## config.mk

```make
export PLATFORM = sky130hd
export DESIGN_NAME = sorted_priority_queue
export DESIGN_NICKNAME = d
export VERILOG_FILES = /design/src/design/spq_pkg.sv /design/src/design/spq_cell.sv /design/src/design/sorted_priority_queue.sv
export SDC_FILE = /design/constraint.sdc
export NUM_CORES = 2
export LEC_CHECK = 0
export BUFFER_PORTS_ARGS = -buffer_cell sky130_fd_sc_hd__buf_4
export CAP_MARGIN = 5
export CELL_PAD_IN_SITES_DETAIL_PLACEMENT = 0
export CELL_PAD_IN_SITES_GLOBAL_PLACEMENT = 2
export CORE_ASPECT_RATIO = 1.2
export CORE_MARGIN = 3
export CORE_UTILIZATION = 43
export DETAILED_ROUTE_END_ITERATION = 10
export PLACE_DENSITY = 0.81
export SLEW_MARGIN = 30
export SYNTH_ARGS = -nofsm -noshare
export SYNTH_HDL_FRONTEND = slang
export SYNTH_SLANG_ARGS = --single-unit
```

## constraint.sdc

```tcl
create_clock -name clk -period 9.4 [get_ports clk]
set_input_delay 1.88 -clock clk [delete_from_list [all_inputs] [get_ports clk]]
set_output_delay 1.88 -clock clk [all_outputs]
set_load 0.02 [all_outputs]
```

## src/design/spq_pkg.sv

```systemverilog
// shared types and constants for the sorted priority queue
// no dependencies; imported by spq_cell, sorted_priority_queue and the testbench
`default_nettype none

package spq_pkg;

  localparam int CAPACITY = 16;
  localparam int PRIO_W   = 16;
  localparam int VALUE_W  = 32;
  localparam int IN_PRIO_W = 16;
  localparam int CNT_W    = $clog2(CAPACITY + 1);
  localparam int OCC_W    = 5;

  typedef enum logic {
    OP_ENQUEUE = 1'b0,
    OP_DEQUEUE = 1'b1
  } op_t;

  typedef enum logic [1:0] {
    ST_OK        = 2'd0,
    ST_UNDERFLOW = 2'd1,
    ST_OVERFLOW  = 2'd2
  } status_t;

  typedef struct packed {
    logic signed [VALUE_W-1:0] value;
    logic [PRIO_W-1:0]         prio;
  } entry_t;

  // broadcast to every cell for the request being applied
  typedef struct packed {
    logic   insert;
    logic   remove;
    entry_t new_entry;
  } cell_ctrl_t;

endpackage

`default_nettype wire

```

## src/design/spq_cell.sv

```systemverilog
// one slot of the sorted queue chain
// depends on spq_pkg (entry_t, cell_ctrl_t)
`default_nettype none

module spq_cell (
  input  wire logic               clk,
  input  wire spq_pkg::cell_ctrl_t ctrl,
  input  wire logic               occupied,
  input  wire spq_pkg::entry_t    left_entry,
  input  wire logic               left_keep,
  input  wire spq_pkg::entry_t    right_entry,
  output spq_pkg::entry_t         entry,
  output logic                    keep
);
  import spq_pkg::*;

  entry_t entry_next;

  // entry stays ahead of the new one: held and priority not lower
  assign keep = occupied && (entry.prio >= ctrl.new_entry.prio);

  always_comb begin
    entry_next = entry;
    if (ctrl.insert) begin
      if (!keep) begin
        if (left_keep) begin
          entry_next = ctrl.new_entry;
        end else begin
          entry_next = left_entry;
        end
      end
    end else if (ctrl.remove) begin
      entry_next = right_entry;
    end
  end

  always_ff @(posedge clk) begin
    entry <= entry_next;
  end

endmodule

`default_nettype wire

```

## src/design/sorted_priority_queue.sv

```systemverilog
// top level of the sorted priority queue: chain of slot cells plus count and result register
// depends on spq_pkg and spq_cell
// latency: a result is presented the cycle after its request is accepted
// throughput: one request per cycle while results are taken; a stalled result holds off requests
// the rate is set by the single output register shared by every request
// reset clears the entry count and the result valid flag; slot contents are left as they are
`default_nettype none

module sorted_priority_queue (
  input  wire logic        clk,
  input  wire logic        rst,
  // request channel
  input  wire logic        item_valid,
  output logic             item_stall,
  input  wire logic        operation,
  input  wire logic signed [31:0] item_value,
  input  wire logic [15:0] item_priority,
  // result channel
  output logic             result_valid,
  input  wire logic        result_stall,
  output logic signed [31:0] head_value,
  output logic             head_valid,
  output logic [4:0]       occupancy,
  output logic [1:0]       status
);
  import spq_pkg::*;

  logic             accept;
  op_t              op;
  logic             is_full;
  logic             is_empty;
  cell_ctrl_t       ctrl;
  status_t          status_next;

  logic [CNT_W-1:0] count;
  logic [CNT_W-1:0] count_next;
  status_t          result_status;
  logic             result_valid_next;

  entry_t           entries [CAPACITY];
  logic             keeps   [CAPACITY];
  logic             occ     [CAPACITY];

  // a request waits only while a finished result is not yet taken
  assign item_stall = result_valid && result_stall;
  assign accept     = item_valid && !item_stall;

  assign op       = op_t'(operation);
  assign is_full  = (count == CNT_W'(CAPACITY));
  assign is_empty = (count == '0);

  // decide what the chain does for this request
  always_comb begin
    ctrl.insert          = 1'b0;
    ctrl.remove          = 1'b0;
    ctrl.new_entry.value = item_value;
    ctrl.new_entry.prio  = PRIO_W'(item_priority);
    status_next          = ST_OK;
    count_next           = count;
    case (op)
      OP_ENQUEUE: begin
        if (is_full) begin
          status_next = ST_OVERFLOW;
        end else begin
          ctrl.insert = accept;
          if (accept) begin
            count_next = count + CNT_W'(1);
          end
        end
      end
      OP_DEQUEUE: begin
        if (is_empty) begin
          status_next = ST_UNDERFLOW;
        end else begin
          ctrl.remove = accept;
          if (accept) begin
            count_next = count - CNT_W'(1);
          end
        end
      end
      default: begin
        status_next = ST_OK;
      end
    endcase
  end

  // slot k is in service order; cell 0 is the head
  for (genvar k = 0; k < CAPACITY; k++) begin : g_cell
    entry_t left_entry;
    logic   left_keep;
    entry_t right_entry;

    assign occ[k] = (count > CNT_W'(k));

    if (k == 0) begin : g_head
      // nothing ahead of the head: a new entry that does not stay behind lands here
      assign left_entry = ctrl.new_entry;
      assign left_keep  = 1'b1;
    end else begin : g_mid
      assign left_entry = entries[k-1];
      assign left_keep  = keeps[k-1];
    end

    if (k == CAPACITY - 1) begin : g_tail
      // the tail slot falls out of range after a removal, so its content is free
      assign right_entry = entries[k];
    end else begin : g_body
      assign right_entry = entries[k+1];
    end

    spq_cell u_cell (
      .clk         (clk),
      .ctrl        (ctrl),
      .occupied    (occ[k]),
      .left_entry  (left_entry),
      .left_keep   (left_keep),
      .right_entry (right_entry),
      .entry       (entries[k]),
      .keep        (keeps[k])
    );
  end

  // result handshake: load on accept, drop once taken
  always_comb begin
    result_valid_next = result_valid;
    if (accept) begin
      result_valid_next = 1'b1;
    end else if (!result_stall) begin
      result_valid_next = 1'b0;
    end
  end

  always_ff @(posedge clk) begin
    if (rst) begin
      count        <= '0;
      result_valid <= 1'b0;
    end else begin
      count        <= count_next;
      result_valid <= result_valid_next;
    end
  end

  always_ff @(posedge clk) begin
    if (accept) begin
      result_status <= status_next;
    end
  end

  // head fields follow the chain, which cannot move while a result is stalled
  assign head_valid = (count != '0);
  assign head_value = head_valid ? entries[0].value : '0;
  assign occupancy  = OCC_W'(count);
  assign status     = 2'(result_status);

endmodule

`default_nettype wire

```

Word level (Yosys, flattened, before mapping)
Index checks and enable logic that the tools add are counted.
- flip-flop bits (word level): 776
- input bits: 53
- logic and storage cells: 206
- mux-type cells: 75
- eq/ne operators: 21
- bitwise logic cells: 2
- order comparisons: 32
- add/sub/neg operators: 2
- reductions and logical operators: 39
- operator list (cell ; number):
    $mux 48 ; 60
    $ge 16x16->1 ; 16
    $gt 5x4->1 const B ; 8
    $ne 2x2->1 const B ; 18
    $mux 32 ; 1
    $reduce_and 2->1 ; 16
    $gt 5x3->1 const B ; 4
    $mux 5 ; 4
    $logic_and 1x1->1 ; 18
    $gt 5x1->1 const B ; 2
    $gt 5x2->1 const B ; 2
    $pmux 5 s2 ; 1
    $mux 1 ; 7
    $add 5x1->5 const B ; 1
    $eq 5x5->1 const B ; 1
    $logic_not 5->1 ; 1
    $reduce_bool 5->1 ; 1
    $sub 5x1->5 const B ; 1
    $ne 2x1->1 const B ; 2
    $pmux 2 s2 ; 1
    $reduce_and 4->1 ; 1
    $mux 2 ; 1
    $not 1->1 ; 2
    $reduce_bool 2->1 ; 1
    $logic_not 1->1 ; 1

Depth between registers and ports, before layout
- depth after elaboration: 7
- gate-level depth with buffers: 12
- gate-level depth less buffers: 10

By module
From an unflattened synthesis, not the netlist that was laid out.
- cell total of the unflattened synthesis: 4412
- area, all modules: 46798.6 um2
- modules (own cells, without submodules) (module ; instances ; cells each ; area each (um2)):
    spq_cell (g_cell[0].u_cell ...) ; 11 ; 268 ; 2857.7
    spq_cell (g_cell[5].u_cell ...) ; 5 ; 267 ; 2874.0
    sorted_priority_queue ; 1 ; 129 ; 993.5

Worst setup path after synthesis
Ideal clock, no wire load.
- path type: input port to flip-flop
- start: input item_priority[1]
- end: register g_cell[13].u_cell.entry[0] in the netlist's numbering, enable pin
- library setup time: 0.520 ns
- arrival time: 7.488 ns
- path slack: 1.392 ns
- stages on the path: 9
- required time: 8.880 ns
- cells stage by stage: clkbuf_1 clkinv_1 ha_1 a2111o_1 a32oi_1 a21oi_1 buf_4 buf_4 o21ai_0
- cells in the longest elaborated chain, start to end: 4
- RTL lines (what ; line ; source):
    start, declared ; sorted_priority_queue.sv:17 ; input wire logic [15:0] item_priority,
    $ge 16x16->1 ; spq_cell.sv:20 ; assign keep = occupied && (entry.prio >= ctrl.new_entry.prio);
    $logic_and 1x1->1 ; spq_cell.sv:20 ;
    $ne 2x2->1 (no source line) ; n/a ;
    $reduce_and 2->1 (no source line) ; n/a ;
    end signal, assigned ; spq_cell.sv:38 ; entry <= entry_next;
    end, declared ; spq_cell.sv:12 ; output spq_pkg::entry_t entry,
No other way between the ends.
A chain may end at the register's enable or synchronous reset.

==> flow_summary.yaml <==
outcome:
  status: "completed"
placement:
  dp.final_hpwl_um: 105000
  globalplace.congestion: 0.8489
  port-buffer-count: 94
power_and_ir_drop:
  power_density_nw_per_um2: 204.0
  leakagePower_nw: 19.40
  totalPowerFinal_mw: 11.15
  vdd.ir_drop.worst_mv: 0.1414
finish:
  flow.area_growth_from_synthesis_pct: 9.144
  post_route_cells_drive_above_1_share_pct: 11.07
  final_stage_net_count: 5108
clock_tree:
  worst_setup_hold_path_clk_slew_ns: 0.07
  cts_resized: 0
  number_of_levels_the_h_tree_was_split_into: 3
  cts_root_buffer: "sky130_fd_sc_hd__clkbuf_16"
  cts_buffers: 91
  cts_max_path_buffers: 3
  post_cts_hold_buffer_count: 0
  clock_latency_ns: 0.71
  tritoncts: "built"
  postCtsSetupRepairBufs: 0
  tritoncts_num_sinks: 776
sta:
  period_share_pct: 62.33
  slew_at_the_pin_closest_to_its_max_slew_limit_ns: 1.020
  number_of_failing_hold_endpoints_at_the_final_stage: 0
  fmaxAchievable_ghz: 0.1707
  maxSlewHeadroom_pct: 31.98
  totalNegativeSetupSlack_ns: 0
  setup-violations-final: 0
  period_minus_slack_ns: 5.859
  unrepaired_setup_endpoints_after_global_routing: "no"
  finalMaxSlewViolations: 0
  skew_ns: 0.03398
worst_setup_path:
  critical_path_buf_inv_count: 3
  critPathArrivalTime_ns: 6.29
  timing.critical_path.max_delay_family: "buffers and inverters"
  critical-path-max-stage-delay_ns: 0.77
  worst-path-max-fanout: 30
  critical_path_required_ns: 9.83
  critical_path_endpoint_category: "register"
  critical_path.most_common_cell: "sky130_fd_sc_hd__buf_4"
  startpoint_type: "primary input"
  worstPathCellList: "buf_4, clkinv_1, ha_1, a21o_1, a31oi_1, o21ai_0, a2111oi_0, or3_4, buf_4, mux2_2"
  crit_slowest_cell: "sky130_fd_sc_hd__or3_4"
  setup.worst_path.class: "primary input to register"
floorplanning:
  die-area_um2: 120700
  num_ports: 95
  die-height_um: 379.9
  rows: 136
  die_width_um: 317.6
  initial_core_util_pct: 43.55
  core_area_um2: 115000
yosys:
  synth_sequential_area_ratio_pct: 46.40
  syn_inst: 4973
  postSynth.asyncResetShare_pct: 0
  synthesis.nets: 5287
  yosysWarnings: 0
  count_of_flip_flops_with_a_built_in_enable_after_synthesis: 770
  flip_flop_and_latch_count_after_synthesis: 776
  synth_cell_types: 66
  avgSynthCellArea_um2: 10.07
  synth_flop_cell: "sky130_fd_sc_hd__edfxtp_1"
  post_synth_instance_area_um2: 50100
route:
  drt-wirelength-per-cell_um: 27.62
  wl_um: 176500
  post-route-drc-count: 0
  drt_pass1_iterations: 6
  antenna_violating_nets_post_route: 0
  routed_via_density: 6.203
  starting_drc_count_in_detailed_routing: 3891
  via_count: 39650
global_routing:
  grt_overflow_total: 0
  grt_first_pass_wirelength_um: 261400
  grt_antenna_before_repair: 4
  first_global_vias: 39330
  grtUsageTotal_pct: 28.41
  grt_max_degree: 209
hold_path:
  holdCritPathClass: "register to register"
flow_run:
  drv_cap: 0
-- cell usage in the layout, fill, tap and decap left out, drive strengths merged, types with 64 or more instances in the layout --
master	n
nand2	917
edfxtp	770
ha	261
nand2b	252
o21a	247
o31a	240
o21ai	210
buf	184
mux2	177
nand3	173
nor3b	165
a22oi	159
mux2i	158
a21oi	141
nor2	120
o211ai	113
clkbuf	109
nor3	89
a31oi	64
-- registers in the layout, summed over array words and instances (netlist names) --
name,cells
occupancy,5
g_cell.u_cell.entry,768
status,2
result_valid,1
-- cells by family after synthesis --
kind of cell,synth area share (%)
flops,46.40
fa+ha+maj,6.519
mux,7.173
simple gates,17.47
buf+inv,4.271
xor+xnor,0.06995
compound gates,18.10
-- cells in the mapped netlist (88+ instances only) --
cell,count,share of area [%]
sky130_fd_sc_hd__a21oi_1,141,1.4
sky130_fd_sc_hd__a22oi_1,159,2.4
sky130_fd_sc_hd__buf_2,119,1.2
sky130_fd_sc_hd__clkbuf_1,291,2.2
sky130_fd_sc_hd__edfxtp_1,770,46
sky130_fd_sc_hd__ha_1,261,6.5
sky130_fd_sc_hd__mux2_2,172,3.9
sky130_fd_sc_hd__mux2i_1,158,3.2
sky130_fd_sc_hd__nand2_1,917,6.9
sky130_fd_sc_hd__nand2b_1,252,3.1
sky130_fd_sc_hd__nand3_1,173,1.7
sky130_fd_sc_hd__nor2_1,118,0.88
sky130_fd_sc_hd__nor3_1,88,0.88
sky130_fd_sc_hd__nor3b_1,165,2.5
sky130_fd_sc_hd__o211ai_1,113,1.7
sky130_fd_sc_hd__o21a_1,247,3.7
sky130_fd_sc_hd__o21ai_0,205,2.0
sky130_fd_sc_hd__o31a_1,240,4.2
-- per-layer routing --
metal  part of all wire [%]  track usage, %  vias up  wire [um]
met4                    3.8           11.21        0       6757
li1                       -               -    18120          -
met2                     50           50.20     1322      88730
met3                    5.0           3.243      306       8910
met1                     41           35.37    19900      72130
met5                      0               0        -          0
-- tightest hold or removal path: stages, from the launching register on --
cell                       delay, ns
sky130_fd_sc_hd__edfxtp_1       0.32
sky130_fd_sc_hd__nand2_1        0.05
sky130_fd_sc_hd__o21ai_0        0.06
-- where the power goes --
group	total, mW	switching (mW)	leakage [nW]	internal [mW]
Sequential	4.79	0.335	7.29	4.46
Clock	3.51	1.55	1.38	1.95
Combinational	2.85	1.90	10.7	0.949
-- area by class of cell --
class                           instances  area (um^2)
Inverter                               42        160.2
Clock buffer                          109         2366
Fill cell                           10980        60350
Tap cell                             1518         1899
Multi-Input combinational cell       3699        25140
Clock inverter                         57        437.9
Antenna cell                            6        15.01
Sequential cell                       776        23240
Timing Repair Buffer                  184         1418
-- metrics by stage --
stage | instances | hold WS (ns) | setup slack, ns | util, % | area (um^2)
5_1_grt | 6387 | 0.5536 | 3.408 | 47.52 | 54670
4_1_cts | 6385 | 0.5240 | 3.591 | 47.52 | 54660
3_5_place_dp | 6219 | 0.5131 | 2.823 | 45.08 | 51860
3_3_place_gp | 6218 | 0.5030 | 2.866 | 45.00 | 51760
6_report | 6391 | 0.5188 | 3.541 | 47.53 | 54680
2_1_floorplan | 4973 | 0.4963 | 1.392 | - | 50100
-- path summary, 6_finish.rpt --
| path | cells after the start | startpoint | endpoint | slack (ns) |
|---|---|---|---|---|
| worst max register to register | 11 | occupancy[1] | g_cell[2].u_cell.entry[36] | 4.67 |
| worst min register to register | 2 | g_cell[15].u_cell.entry[34] | g_cell[14].u_cell.entry[34] | 0.52 |
| worst max-delay path | 10 | item_priority[2] | g_cell[2].u_cell.entry[36] | 3.54 |
| worst min-delay path | 2 | g_cell[15].u_cell.entry[34] | g_cell[14].u_cell.entry[34] | 0.52 |
(Power assumes the default switching activity.)
